[src/rtl/soft_circular_alpha_brush_top_macros.svh]
// Assertion macros for the soft circular alpha brush.
// Used by soft_circular_alpha_brush_top; depends on nothing.
`ifndef SOFT_CIRCULAR_ALPHA_BRUSH_TOP_MACROS_SVH
`define SOFT_CIRCULAR_ALPHA_BRUSH_TOP_MACROS_SVH

// Check that the consequent holds in the same cycle as the antecedent.
`define SCAB_ASSERT_NOW(label, clk, rst, ante, cons, msg) \
   label: assert property (@(posedge clk) disable iff (rst) (ante) |-> (cons)) \
      else $error(msg);

// Check that the consequent holds in the cycle after the antecedent.
`define SCAB_ASSERT_NEXT(label, clk, rst, ante, cons, msg) \
   label: assert property (@(posedge clk) disable iff (rst) (ante) |=> (cons)) \
      else $error(msg);

`endif

[src/rtl/scab_pkg.sv]
// Shared constants and types of the soft circular alpha brush.
// No dependencies; imported by every module of the block.
package scab_pkg;

   localparam int COORD_BITS_DEF     = 12;
   localparam int DIST_FRAC_BITS_DEF = 4;

   localparam int RAD_BITS      = 12;
   localparam int ALPHA_BITS    = 8;
   localparam int HARD_BITS     = 9;
   localparam int STR_FRAC_BITS = 8;
   localparam int STR_BITS      = STR_FRAC_BITS + 1;
   localparam int HALF_LSB      = 128;

   localparam logic [STR_BITS-1:0]   STR_ONE   = 9'd256;
   localparam logic [ALPHA_BITS-1:0] ALPHA_MAX = 8'hFF;

   localparam int CSR_IDX_BITS = 3;
   localparam logic [CSR_IDX_BITS-1:0] CSR_CENTER_COL   = 3'd0;
   localparam logic [CSR_IDX_BITS-1:0] CSR_CENTER_ROW   = 3'd1;
   localparam logic [CSR_IDX_BITS-1:0] CSR_BRUSH_RADIUS = 3'd2;
   localparam logic [CSR_IDX_BITS-1:0] CSR_TARGET_ALPHA = 3'd3;
   localparam logic [CSR_IDX_BITS-1:0] CSR_HARDNESS_Q8  = 3'd4;

   // Side data that rides along with a pixel through the cell chains
   typedef struct packed {
      logic [ALPHA_BITS-1:0] cur;
      logic                  hit;
      logic                  full;
   } pass_type;

endpackage

[src/rtl/scab_sqrt_cell.sv]
// One digit cell of the pipelined integer square root: one result bit per cell.
// Depends on scab_pkg.
module scab_sqrt_cell #(
   parameter int ROOT_BITS = scab_pkg::RAD_BITS + scab_pkg::DIST_FRAC_BITS_DEF
) (
   input  logic                     clock,
   input  logic                     advance,
   input  logic [ROOT_BITS+1:0]     up_rem,
   input  logic [ROOT_BITS-1:0]     up_root,
   input  logic [2*ROOT_BITS-1:0]   up_arg,
   input  scab_pkg::pass_type       up_pass,
   output logic [ROOT_BITS+1:0]     dn_rem,
   output logic [ROOT_BITS-1:0]     dn_root,
   output logic [2*ROOT_BITS-1:0]   dn_arg,
   output scab_pkg::pass_type       dn_pass
);
   import scab_pkg::*;

   localparam int RW = ROOT_BITS + 2;
   localparam int AB = 2 * ROOT_BITS;

   logic [RW-1:0]        pull;
   logic [RW-1:0]        trial;
   logic [RW-1:0]        rem_ff, rem_in;
   logic [ROOT_BITS-1:0] root_ff, root_in;
   logic [AB-1:0]        arg_ff, arg_in;
   pass_type             pass_ff;

   always_comb begin
      // bring down the next two argument bits
      pull   = {up_rem[RW-3:0], up_arg[AB-1 -: 2]};
      trial  = {up_root, 2'b01};
      arg_in = {up_arg[AB-3:0], 2'b00};
      if (pull >= trial) begin
         rem_in  = pull - trial;
         root_in = {up_root[ROOT_BITS-2:0], 1'b1};
      end else begin
         rem_in  = pull;
         root_in = {up_root[ROOT_BITS-2:0], 1'b0};
      end
   end

   always_ff @(posedge clock) begin
      if (advance) begin
         rem_ff  <= rem_in;
         root_ff <= root_in;
         arg_ff  <= arg_in;
         pass_ff <= up_pass;
      end
   end

   assign dn_rem  = rem_ff;
   assign dn_root = root_ff;
   assign dn_arg  = arg_ff;
   assign dn_pass = pass_ff;

endmodule

[src/rtl/scab_div_cell.sv]
// One restoring-division cell: one quotient bit of the falloff strength per cell.
// Depends on scab_pkg.
module scab_div_cell #(
   parameter int NUM_BITS = scab_pkg::RAD_BITS + scab_pkg::DIST_FRAC_BITS_DEF
                            + scab_pkg::STR_FRAC_BITS
) (
   input  logic                              clock,
   input  logic                              advance,
   input  logic [NUM_BITS-1:0]               divisor,
   input  logic [NUM_BITS-1:0]               up_rem,
   input  logic [scab_pkg::STR_FRAC_BITS-1:0] up_quo,
   input  scab_pkg::pass_type                up_pass,
   output logic [NUM_BITS-1:0]               dn_rem,
   output logic [scab_pkg::STR_FRAC_BITS-1:0] dn_quo,
   output scab_pkg::pass_type                dn_pass
);
   import scab_pkg::*;

   logic [NUM_BITS:0]          shifted;
   logic [NUM_BITS:0]          diff;
   logic [NUM_BITS-1:0]        rem_ff, rem_in;
   logic [STR_FRAC_BITS-1:0]   quo_ff, quo_in;
   pass_type                   pass_ff;

   always_comb begin
      shifted = {up_rem, 1'b0};
      diff    = shifted - {1'b0, divisor};
      if (shifted >= {1'b0, divisor}) begin
         rem_in = diff[NUM_BITS-1:0];
         quo_in = {up_quo[STR_FRAC_BITS-2:0], 1'b1};
      end else begin
         rem_in = shifted[NUM_BITS-1:0];
         quo_in = {up_quo[STR_FRAC_BITS-2:0], 1'b0};
      end
   end

   always_ff @(posedge clock) begin
      if (advance) begin
         rem_ff  <= rem_in;
         quo_ff  <= quo_in;
         pass_ff <= up_pass;
      end
   end

   assign dn_rem  = rem_ff;
   assign dn_quo  = quo_ff;
   assign dn_pass = pass_ff;

endmodule

[src/rtl/soft_circular_alpha_brush_top.sv]
// Top level of the soft circular alpha brush: distance, falloff and blend pipeline.
// Depends on scab_pkg, scab_sqrt_cell, scab_div_cell and the macros header.
//
//   channel | direction | handshake               | payload
//   req     | in        | req_valid / req_ready   | pixel_col, pixel_row, current_alpha
//   rsp     | out       | rsp_valid / rsp_ready   | new_alpha, inside_brush
//   csr     | in        | csr_valid / csr_ready   | index, data (csr_ready tied high)
//
// One pixel per cycle while rsp_ready is high or a stage is empty. The pipeline depth
// is COORD-independent, set by one square-root cell per root bit and one
// divider cell per strength bit. Each stage advances when it or any later stage is
// empty or the response is taken, so bubbles close up under rsp stalls.
// Reset clears the stage valid bits and sets the configuration registers to their defaults.
`include "soft_circular_alpha_brush_top_macros.svh"

module soft_circular_alpha_brush_top #(
   parameter int COORD_BITS     = scab_pkg::COORD_BITS_DEF,
   parameter int DIST_FRAC_BITS = scab_pkg::DIST_FRAC_BITS_DEF
) (
   input  logic                                clock,
   input  logic                                reset,
   input  logic                                req_valid,
   output logic                                req_ready,
   input  logic [COORD_BITS-1:0]               req_pixel_col,
   input  logic [COORD_BITS-1:0]               req_pixel_row,
   input  logic [scab_pkg::ALPHA_BITS-1:0]     req_current_alpha,
   output logic                                rsp_valid,
   input  logic                                rsp_ready,
   output logic [scab_pkg::ALPHA_BITS-1:0]     rsp_new_alpha,
   output logic                                rsp_inside_brush,
   input  logic                                csr_valid,
   output logic                                csr_ready,
   input  logic [scab_pkg::CSR_IDX_BITS-1:0]   csr_index,
   input  logic [((COORD_BITS + 2 > scab_pkg::RAD_BITS) ? COORD_BITS + 2
                  : scab_pkg::RAD_BITS)-1:0]   csr_data
);
   import scab_pkg::*;

   localparam int CB   = COORD_BITS + 2;
   localparam int DXB  = COORD_BITS + 3;
   localparam int MB   = COORD_BITS + 2;
   localparam int SQB  = 2 * MB;
   localparam int SB   = SQB + 1;
   localparam int CMPW = (SB > 2 * RAD_BITS) ? SB : 2 * RAD_BITS;
   localparam int RB   = RAD_BITS + DIST_FRAC_BITS;
   localparam int AB   = 2 * RB;
   localparam int RW   = RB + 2;
   localparam int NB   = RB + STR_FRAC_BITS;
   localparam int QB   = STR_FRAC_BITS;
   localparam int HPB  = RAD_BITS + HARD_BITS;
   localparam int PB   = ALPHA_BITS + 1 + STR_BITS + 1;
   localparam int MAGB = PB - STR_FRAC_BITS;
   localparam int RESB = MAGB + 2;

   localparam int S_IN    = 0;
   localparam int S_ABS   = 1;
   localparam int S_SQ    = 2;
   localparam int S_SUM   = 3;
   localparam int S_ROOT0 = 4;
   localparam int S_SETUP = S_ROOT0 + RB;
   localparam int S_DIV0  = S_SETUP + 1;
   localparam int S_MUL   = S_DIV0 + QB;
   localparam int S_OUT   = S_MUL + 1;
   localparam int NST     = S_OUT + 1;

   // ---------------- configuration registers ----------------
   logic [CB-1:0]         center_col_ff;
   logic [CB-1:0]         center_row_ff;
   logic [RAD_BITS-1:0]   radius_ff;
   logic [ALPHA_BITS-1:0] target_ff;
   logic [HARD_BITS-1:0]  hardness_ff;

   assign csr_ready = 1'b1;

   always_ff @(posedge clock) begin
      if (reset) begin
         center_col_ff <= '0;
         center_row_ff <= '0;
         radius_ff     <= RAD_BITS'(1);
         target_ff     <= ALPHA_MAX;
         hardness_ff   <= STR_ONE;
      end else if (csr_valid) begin
         case (csr_index)
            CSR_CENTER_COL:   center_col_ff <= csr_data[CB-1:0];
            CSR_CENTER_ROW:   center_row_ff <= csr_data[CB-1:0];
            CSR_BRUSH_RADIUS: radius_ff     <= csr_data[RAD_BITS-1:0];
            CSR_TARGET_ALPHA: target_ff     <= csr_data[ALPHA_BITS-1:0];
            CSR_HARDNESS_Q8:  hardness_ff   <= csr_data[HARD_BITS-1:0];
            default: ;
         endcase
      end
   end

   // Values derived from the registers; rad_sq, hard_s and feather are registered
   logic [HARD_BITS-1:0]  hsat;
   logic [HPB-1:0]        hprod;
   logic [2*RAD_BITS-1:0] rad_sq_ff, rad_sq_in;
   logic [NB-1:0]         hard_s_ff, hard_s_in;
   logic [NB-1:0]         feather_ff, feather_in;
   logic [RB-1:0]         rad_fix;
   logic [NB-1:0]         rad_s;

   always_comb begin
      hsat       = (hardness_ff > STR_ONE) ? STR_ONE : hardness_ff;
      hprod      = HPB'(radius_ff) * HPB'(hsat);
      hard_s_in  = NB'({hprod, {DIST_FRAC_BITS{1'b0}}});
      rad_sq_in  = (2 * RAD_BITS)'(radius_ff) * (2 * RAD_BITS)'(radius_ff);
      rad_fix    = {radius_ff, {DIST_FRAC_BITS{1'b0}}};
      rad_s      = {rad_fix, {STR_FRAC_BITS{1'b0}}};
      feather_in = rad_s - hard_s_ff;
   end

   always_ff @(posedge clock) begin
      rad_sq_ff  <= rad_sq_in;
      hard_s_ff  <= hard_s_in;
      feather_ff <= feather_in;
   end

   // ---------------- stage handshake ----------------
   logic [NST-1:0] vld_ff, vld_in;
   logic [NST-1:0] rdy;

   genvar gi;
   generate
      for (gi = 0; gi < NST; gi++) begin : g_rdy
         // advance when this or any later stage is empty or the response leaves
         assign rdy[gi] = rsp_ready | ~(&vld_ff[NST-1:gi]);
      end
   endgenerate

   always_comb begin
      for (int i = 0; i < NST; i++) begin
         if (rdy[i]) begin
            vld_in[i] = (i == 0) ? req_valid : vld_ff[(i == 0) ? 0 : i - 1];
         end else begin
            vld_in[i] = vld_ff[i];
         end
      end
   end

   always_ff @(posedge clock) begin
      if (reset) begin
         vld_ff <= '0;
      end else begin
         vld_ff <= vld_in;
      end
   end

   assign req_ready = rdy[S_IN];
   assign rsp_valid = vld_ff[S_OUT];

   // ---------------- input register ----------------
   logic [COORD_BITS-1:0] in_col_ff, in_row_ff;
   logic [ALPHA_BITS-1:0] in_cur_ff;

   always_ff @(posedge clock) begin
      if (rdy[S_IN]) begin
         in_col_ff <= req_pixel_col;
         in_row_ff <= req_pixel_row;
         in_cur_ff <= req_current_alpha;
      end
   end

   // ---------------- offset magnitudes ----------------
   logic signed [DXB-1:0] dx, dy;
   logic [MB-1:0]         adx_ff, adx_in, ady_ff, ady_in;
   pass_type              abs_pass_ff, abs_pass_in;

   always_comb begin
      dx = $signed({3'b000, in_col_ff}) - $signed({center_col_ff[CB-1], center_col_ff});
      dy = $signed({3'b000, in_row_ff}) - $signed({center_row_ff[CB-1], center_row_ff});
      adx_in = dx[DXB-1] ? MB'(-dx) : MB'(dx);
      ady_in = dy[DXB-1] ? MB'(-dy) : MB'(dy);
      abs_pass_in.cur  = in_cur_ff;
      abs_pass_in.hit  = 1'b0;
      abs_pass_in.full = 1'b0;
   end

   always_ff @(posedge clock) begin
      if (rdy[S_ABS]) begin
         adx_ff      <= adx_in;
         ady_ff      <= ady_in;
         abs_pass_ff <= abs_pass_in;
      end
   end

   // ---------------- squares ----------------
   logic [SQB-1:0] sqx_ff, sqx_in, sqy_ff, sqy_in;
   pass_type       sq_pass_ff;

   assign sqx_in = SQB'(adx_ff) * SQB'(adx_ff);
   assign sqy_in = SQB'(ady_ff) * SQB'(ady_ff);

   always_ff @(posedge clock) begin
      if (rdy[S_SQ]) begin
         sqx_ff     <= sqx_in;
         sqy_ff     <= sqy_in;
         sq_pass_ff <= abs_pass_ff;
      end
   end

   // ---------------- sum and radius test ----------------
   logic [CMPW-1:0] sumsq;
   logic [AB-1:0]   arg_ff, arg_in;
   pass_type        sum_pass_ff, sum_pass_in;

   always_comb begin
      sumsq           = CMPW'(sqx_ff) + CMPW'(sqy_ff);
      sum_pass_in     = sq_pass_ff;
      sum_pass_in.hit = (sumsq <= CMPW'(rad_sq_ff));
      // outside pixels never use the root, so drop the high bits
      arg_in          = {sumsq[2*RAD_BITS-1:0], {(2 * DIST_FRAC_BITS){1'b0}}};
   end

   always_ff @(posedge clock) begin
      if (rdy[S_SUM]) begin
         arg_ff      <= arg_in;
         sum_pass_ff <= sum_pass_in;
      end
   end

   // ---------------- square-root chain ----------------
   logic [RW-1:0] sq_rem  [0:RB];
   logic [RB-1:0] sq_root [0:RB];
   logic [AB-1:0] sq_arg  [0:RB];
   pass_type      sq_pass [0:RB];

   assign sq_rem[0]  = '0;
   assign sq_root[0] = '0;
   assign sq_arg[0]  = arg_ff;
   assign sq_pass[0] = sum_pass_ff;

   generate
      for (gi = 0; gi < RB; gi++) begin : g_root
         scab_sqrt_cell #(
            .ROOT_BITS (RB)
         ) u_cell (
            .clock   (clock),
            .advance (rdy[S_ROOT0 + gi]),
            .up_rem  (sq_rem[gi]),
            .up_root (sq_root[gi]),
            .up_arg  (sq_arg[gi]),
            .up_pass (sq_pass[gi]),
            .dn_rem  (sq_rem[gi + 1]),
            .dn_root (sq_root[gi + 1]),
            .dn_arg  (sq_arg[gi + 1]),
            .dn_pass (sq_pass[gi + 1])
         );
      end
   endgenerate

   // ---------------- falloff setup ----------------
   logic [NB-1:0] dist_s;
   logic [NB-1:0] num_ff, num_in;
   pass_type      set_pass_ff, set_pass_in;

   always_comb begin
      dist_s           = {sq_root[RB], {STR_FRAC_BITS{1'b0}}};
      set_pass_in      = sq_pass[RB];
      set_pass_in.full = (feather_ff == '0) || (dist_s <= hard_s_ff);
      num_in           = (rad_s > dist_s) ? rad_s - dist_s : '0;
   end

   always_ff @(posedge clock) begin
      if (rdy[S_SETUP]) begin
         num_ff      <= num_in;
         set_pass_ff <= set_pass_in;
      end
   end

   // ---------------- division chain ----------------
   logic [NB-1:0] dv_rem  [0:QB];
   logic [QB-1:0] dv_quo  [0:QB];
   pass_type      dv_pass [0:QB];

   assign dv_rem[0]  = num_ff;
   assign dv_quo[0]  = '0;
   assign dv_pass[0] = set_pass_ff;

   generate
      for (gi = 0; gi < QB; gi++) begin : g_div
         scab_div_cell #(
            .NUM_BITS (NB)
         ) u_cell (
            .clock   (clock),
            .advance (rdy[S_DIV0 + gi]),
            .divisor (feather_ff),
            .up_rem  (dv_rem[gi]),
            .up_quo  (dv_quo[gi]),
            .up_pass (dv_pass[gi]),
            .dn_rem  (dv_rem[gi + 1]),
            .dn_quo  (dv_quo[gi + 1]),
            .dn_pass (dv_pass[gi + 1])
         );
      end
   endgenerate

   // ---------------- blend product ----------------
   logic [STR_BITS-1:0]          strength;
   logic signed [ALPHA_BITS:0]   delta;
   logic signed [PB-1:0]         prod_ff, prod_in;
   pass_type                     mul_pass_ff;

   always_comb begin
      strength = dv_pass[QB].full ? STR_ONE : {1'b0, dv_quo[QB]};
      delta    = $signed({1'b0, target_ff}) - $signed({1'b0, dv_pass[QB].cur});
      prod_in  = delta * $signed({1'b0, strength});
   end

   always_ff @(posedge clock) begin
      if (rdy[S_MUL]) begin
         prod_ff     <= prod_in;
         mul_pass_ff <= dv_pass[QB];
      end
   end

   // ---------------- round, clamp, output register ----------------
   logic [PB-1:0]            abs_p;
   logic [PB-1:0]            rnd;
   logic [MAGB-1:0]          mag;
   logic signed [RESB-1:0]   cur_s, mag_s, res;
   logic [ALPHA_BITS-1:0]    alpha_ff, alpha_in;
   logic                     hit_ff;

   always_comb begin
      abs_p = prod_ff[PB-1] ? PB'(-prod_ff) : PB'(prod_ff);
      rnd   = abs_p + PB'(HALF_LSB);
      mag   = rnd[PB-1:STR_FRAC_BITS];
      cur_s = $signed(RESB'(mul_pass_ff.cur));
      mag_s = $signed(RESB'(mag));
      res   = prod_ff[PB-1] ? cur_s - mag_s : cur_s + mag_s;
      if (!mul_pass_ff.hit) begin
         alpha_in = mul_pass_ff.cur;
      end else if (res < 0) begin
         alpha_in = '0;
      end else if (res > $signed(RESB'(ALPHA_MAX))) begin
         alpha_in = ALPHA_MAX;
      end else begin
         alpha_in = res[ALPHA_BITS-1:0];
      end
   end

   always_ff @(posedge clock) begin
      if (rdy[S_OUT]) begin
         alpha_ff <= alpha_in;
         hit_ff   <= mul_pass_ff.hit;
      end
   end

   assign rsp_new_alpha    = alpha_ff;
   assign rsp_inside_brush = hit_ff;

   // ---------------- assertions ----------------
   `SCAB_ASSERT_NOW(a_stall_only_when_full, clock, reset, !req_ready, (&vld_ff) && !rsp_ready, "request stalled while a stage is free")
   `SCAB_ASSERT_NOW(a_root_within_radius, clock, reset, vld_ff[S_SETUP-1] && sq_pass[RB].hit, sq_root[RB] <= rad_fix, "distance beyond radius for a pixel inside the brush")
   `SCAB_ASSERT_NEXT(a_outside_passes, clock, reset, vld_ff[S_MUL] && !mul_pass_ff.hit && rdy[S_OUT], (rsp_new_alpha == $past(mul_pass_ff.cur)) && !rsp_inside_brush, "pixel outside the brush changed")

endmodule
[config.mk]
export PLATFORM = sky130hd
export DESIGN_NAME = soft_circular_alpha_brush_top
export DESIGN_NICKNAME = d
export VERILOG_FILES = /design/src/rtl/scab_pkg.sv /design/src/rtl/scab_sqrt_cell.sv /design/src/rtl/scab_div_cell.sv /design/src/rtl/soft_circular_alpha_brush_top.sv
export VERILOG_INCLUDE_DIRS = /design/src /design/src/rtl
export SDC_FILE = /design/constraint.sdc
export NUM_CORES = 2
export LEC_CHECK = 0
export BUFFER_PORTS_ARGS = -buffer_cell sky130_fd_sc_hd__buf_2
export CAP_MARGIN = 25
export CORE_MARGIN = 4
export CORE_UTILIZATION = 34
export CTS_BUF_LIST = sky130_fd_sc_hd__clkbuf_8 sky130_fd_sc_hd__clkbuf_16
export DETAILED_ROUTE_END_ITERATION = 8
export GPL_ROUTABILITY_DRIVEN = 0
export PLACE_DENSITY_LB_ADDON = 0.3
export SLEW_MARGIN = 10
export SYNTH_ARGS = -nofsm -noshare
export SYNTH_HDL_FRONTEND = slang
export SYNTH_HIERARCHICAL = 1
export SYNTH_SLANG_ARGS = --single-unit
[constraint.sdc]
create_clock -name clock -period 9.84 [get_ports clock]
set_input_delay 0.492 -clock clock [delete_from_list [all_inputs] [get_ports clock]]
set_output_delay 0.492 -clock clock [all_outputs]
set_load 0.01 [all_outputs]
After elaboration in Yosys (flattened, before gate mapping)
Cells that the tools add are included.
- word-level logic and storage cells: 412
- latch bits: 0
- register bits after elaboration: 1315
- RAM bits: 0
- bits in read-only memories: 0
- memories: 0
- output and inout bits: 12
- equal/unequal tests: 4
- order comparisons: 30
- shifts and indexed selects: 0
- divide/modulo/power cells: 0
- add/sub/neg operators: 34
- reduce and logical (&&, ||, !) cells: 38
- multiplexer cells: 55
- bitwise logic cells: 62
- multiply operators: 5
- operators with widths (operator ; count):
    $mux W16 ; 14
    $sub A24 B24 Y24 ; 9
    $ge A25 B24 Y1 ; 8
    $mux W24 ; 7
    $mul A14 B14 Y28 ; 2
    $not A1 Y1 ; 31
    $or A1 B1 Y1 ; 31
    $reduce_and A31 Y1 ; 1
    $reduce_and A30 Y1 ; 1
    $sub A13 B14 Y15 ; 2
    $add A28 B28 Y29 ; 1
    $le A29 B24 Y1 ; 1
    $reduce_and A29 Y1 ; 1
    $mux W14 ; 2
    $neg A14 Y14 ; 2
    $reduce_and A28 Y1 ; 1
    $reduce_and A27 Y1 ; 1
    $reduce_and A26 Y1 ; 1
    $reduce_and A25 Y1 ; 1
    $gt A24 B24 Y1 ; 1
    $le A24 B24 Y1 ; 1
    $logic_not A24 Y1 ; 1
    $mul A12 B12 Y24 ; 1
    $mux W1 ; 24
    other kinds (74) ; 83

Longest topological paths before layout
- word-level depth: 9
- gate-level depth with buffers: 30

Cells and area by module
Netlist, hierarchy kept.
- by module, submodules not included (module ; cells an instance ; instances ; area an instance (um2)):
    scab_sqrt_cell ; 254 ; 16 ; 3522.1
    soft_circular_alpha_brush_top ; 4038 ; 1 ; 38518.2
    scab_div_cell ; 308 ; 8 ; 3129.3

Least setup slack after synthesis
Ideal clock, no wire load.
- path kind: input port to flip-flop
- start point: input rsp_ready
- end point: register g_root[0].u_cell.arg_ff[10], enable pin
- library setup time: 1102 ps
- stages: 8
- path buffers: 1
- setup slack: 1635 ps
- arrival time: 7103 ps
- path through: nor2b_1 -> inv_1 -> nor3_1 -> nand4_1 -> nor2_1 -> and3_1 -> clkbuf_1 -> nand4_1
- cells in the longest elaborated chain, start to end: 1
- RTL lines (item ; line ; text):
    from (decl) ; soft_circular_alpha_brush_top.sv:28 ; input logic rsp_ready,
    $or A1 B1 Y1 ; soft_circular_alpha_brush_top.sv:127 ; assign rdy[gi] = rsp_ready | ~(&vld_ff[NST-1:gi]);
    named net rdy[4] ; soft_circular_alpha_brush_top.sv:121 ; logic [NST-1:0] rdy;
    to (signal assigned) ; scab_sqrt_cell.sv:47 ; arg_ff <= arg_in;
    to (decl) ; scab_sqrt_cell.sv:26 ; logic [AB-1:0] arg_ff, arg_in;
The timed path passes the listed nets, and every way through them passes these cells.
A chain may end at the register's enable or synchronous reset.

Final worst setup path
- start point: register g_div[7].u_cell.pass_ff (netlist bit g_div[7].u_cell/dn_pass[3])
- end point: register prod_ff[17] (data pin)
- cells in the longest elaborated chain, start to end: 2
- RTL lines (item ; line ; text):
    from (decl) ; scab_div_cell.sv:23 ; pass_type pass_ff;
    from (signal assigned) ; scab_div_cell.sv:41 ; pass_ff <= up_pass;
    $sub A8 B8 Y9 ; soft_circular_alpha_brush_top.sv:306 ; delta = $signed({1'b0, target_ff}) - $signed({1'b0, dv_pass[QB].cur});
    $mul A9 B10 Y19 ; soft_circular_alpha_brush_top.sv:307 ; prod_in = delta * $signed({1'b0, strength});
    named net prod_in[17] ; soft_circular_alpha_brush_top.sv:301 ; logic signed [PB-1:0] prod_ff, prod_in;
    to (signal assigned) ; soft_circular_alpha_brush_top.sv:312 ; prod_ff <= prod_in;
    to (decl) ; soft_circular_alpha_brush_top.sv:301 ;
The timed path passes the listed nets, and every way through them passes these cells.

==> metrics <==
max-cap viol count 0; worst-margin pin slew between 1000 and 1500 ps; clock slew at reported path FFs 60 ps; CP max stage delay between 500 and 600 ps; Setup TNS 0 ps; Max Clock Skew 129 ps; warnings from Yosys 6; via count 70700; setup ws final 2610 ps; Slew HR 0.254; Fmax 138 MHz; initial antenna violation count 12; layout net count 11300; Core Area 0.307 mm²; met2 wire length 118 mm; I/O pins 66; DRT iter0 DRCs around 4500; Setup violations, final 0; met1 wire length 108 mm; top layer in use met4; WL per Instance 17.3 µm; metal3 WL 10.9 mm; full die area 0.318 mm²; die width 564 µm; Routed Wire Length ~240 mm; Vias per Instance 5.01; layout cells sized above 1 0.0866; Num CTS Buffers roughly 180; fin crit share 0.735; clk root buf clkbuf_16; Initial Util 0.343; Clock Latency Late Sink 870 ps; Startpoint Class flop; critical path fanouts, max 9; IO Port Bufs 64; Hold Vio Cnt, Final 0; final hold slack about 54 ps; Initial DRT Pass Iterations 7; post-route DRC violation count 0; post-CTS setup buffer count 0; post-CTS sizing 0; vias in the first global route 72100; Hold WC Path Type input port to flop; H-tree lvl count 4; largest net degree at the start of global routing 73; synthesized instance count 9614; RSZ-0062 raised after global routing false; Arr. time, crit path 7740 ps; post-route ant nets 0; crit path capture type flop; slowest CP cell xor2_1; Post-Syn Area per Cell 10.9 µm²; critical path class flop to flop; minimum clock period 7230 ps; Post-Syn Area 0.105 mm²; num rows just over 200; CTS tree done; dpl hpwl 187 mm; die height 564 µm; GRT Total Usage 0.152; TritonCTS Sinks 1541; Slew Viols, Final 0; Max Buffers Root-to-Sink 4; area grow syn2layout 10.8%; Place WS 2650 ps; GRT overflow 0; global-route wire length before repair about 400 mm; WP data required slightly above 10000 ps; outcome complete, no violations
## path summary, 6_finish.rpt
kind                                       to  slack, ps                        start  cells past startpoint
setup / recovery                  prod_ff[17]       2610   g_div[7].u_cell/dn_pass[3]                     29
hold / removal              center_row_ff[11]         50                 csr_data[11]                      3
setup reg to reg                  prod_ff[17]       2610   g_div[7].u_cell/dn_pass[3]                     29
hold reg to reg   g_root[2].u_cell/dn_arg[13]        350  g_root[1].u_cell/dn_arg[11]                      0
## stage by stage
stage	instances	util	area, µm²
global route	14100	0.379	116000
finish	14100	0.379	116000
detailed placement	13700	0.358	110000
floorplan	9752	-	106000
CTS	14100	0.379	116000
global placement	13700	0.358	110000
## layout by cell type (no fill, tap or decap), types with 60 or more instances in the layout
master,n
inv_1,1397
nand2_1,722
o211ai_1,96
xor2_1,145
or3_1,60
mux2_4,148
dfxtp_1,151
nor2b_1,83
xnor2_1,309
ha_1,946
o31ai_1,73
clkbuf_16,187
a211oi_1,98
nand4_1,63
edfxtp_1,1390
conb_1,140
nor3_1,148
a21o_1,125
and3_1,62
mux2_2,77
nand3_1,214
and2_1,193
buf_2,63
nand2b_1,75
o21a_1,214
fa_1,446
o21bai_1,64
a21oi_1,553
o21ai_0,318
nor2_1,538
## registers in the layout, indices dropped and copies added, names as in the netlist, 14 cells and up
| signal | cells |
|---|---|
| ady_ff | 14 |
| g_div.u_cell/dn_quo | 36 |
| g_root.u_cell/dn_arg | 240 |
| g_div.u_cell/dn_pass | 80 |
| center_row_ff | 14 |
| sqx_ff | 27 |
| rad_sq_ff | 23 |
| feather_ff | 20 |
| arg_ff | 24 |
| adx_ff | 14 |
| g_root.u_cell/dn_rem | 240 |
| hard_s_ff | 20 |
| sqy_ff | 27 |
| prod_ff | 19 |
| g_div.u_cell/dn_rem | 168 |
| g_root.u_cell/dn_root | 256 |
| g_root.u_cell/dn_pass | 144 |
| center_col_ff | 14 |
| vld_ff | 31 |
| num_ff | 16 |
## final cells by class
cell class	instances	area (µm²)
inverters	1402	5320
fillers	29700	190000
multi-input cells	6585	54000
clock buffers	195	4790
well taps	4100	5130
flip-flops and latches	1541	44800
diodes	3	7.51
repair buffers	156	1260
clock inverters	127	1190
## what timing repair did
item | CTS | global route
hold endpoints to repair | 41 | 0
hold buffers | 38 | 0
endpoints found under the setup margin | 0 | 0
## metal layers
| layer | global-route usage | up-vias |
|---|---|---|
| met2 | 0.262 | 1643 |
| met5 | 0 | - |
| met1 | 0.198 | 34400 |
| met4 | 0.0466 | 0 |
| met3 | 0.0194 | 432 |
| li1 | - | 34300 |
## worst max-delay path: cells and delay by family (launching register included)
| family | cells | cell delay [ps] |
|---|---|---|
| compound gates | 13 | 2330 |
| simple gates | 3 | 430 |
| fa+ha+maj | 7 | 2920 |
| buf+inv | 4 | 220 |
| xor+xnor | 2 | 610 |
| flops | 1 | 430 |
Power is not shown: default switching activity piles up to over one toggle a cycle in this logic, so the estimate is an artifact.
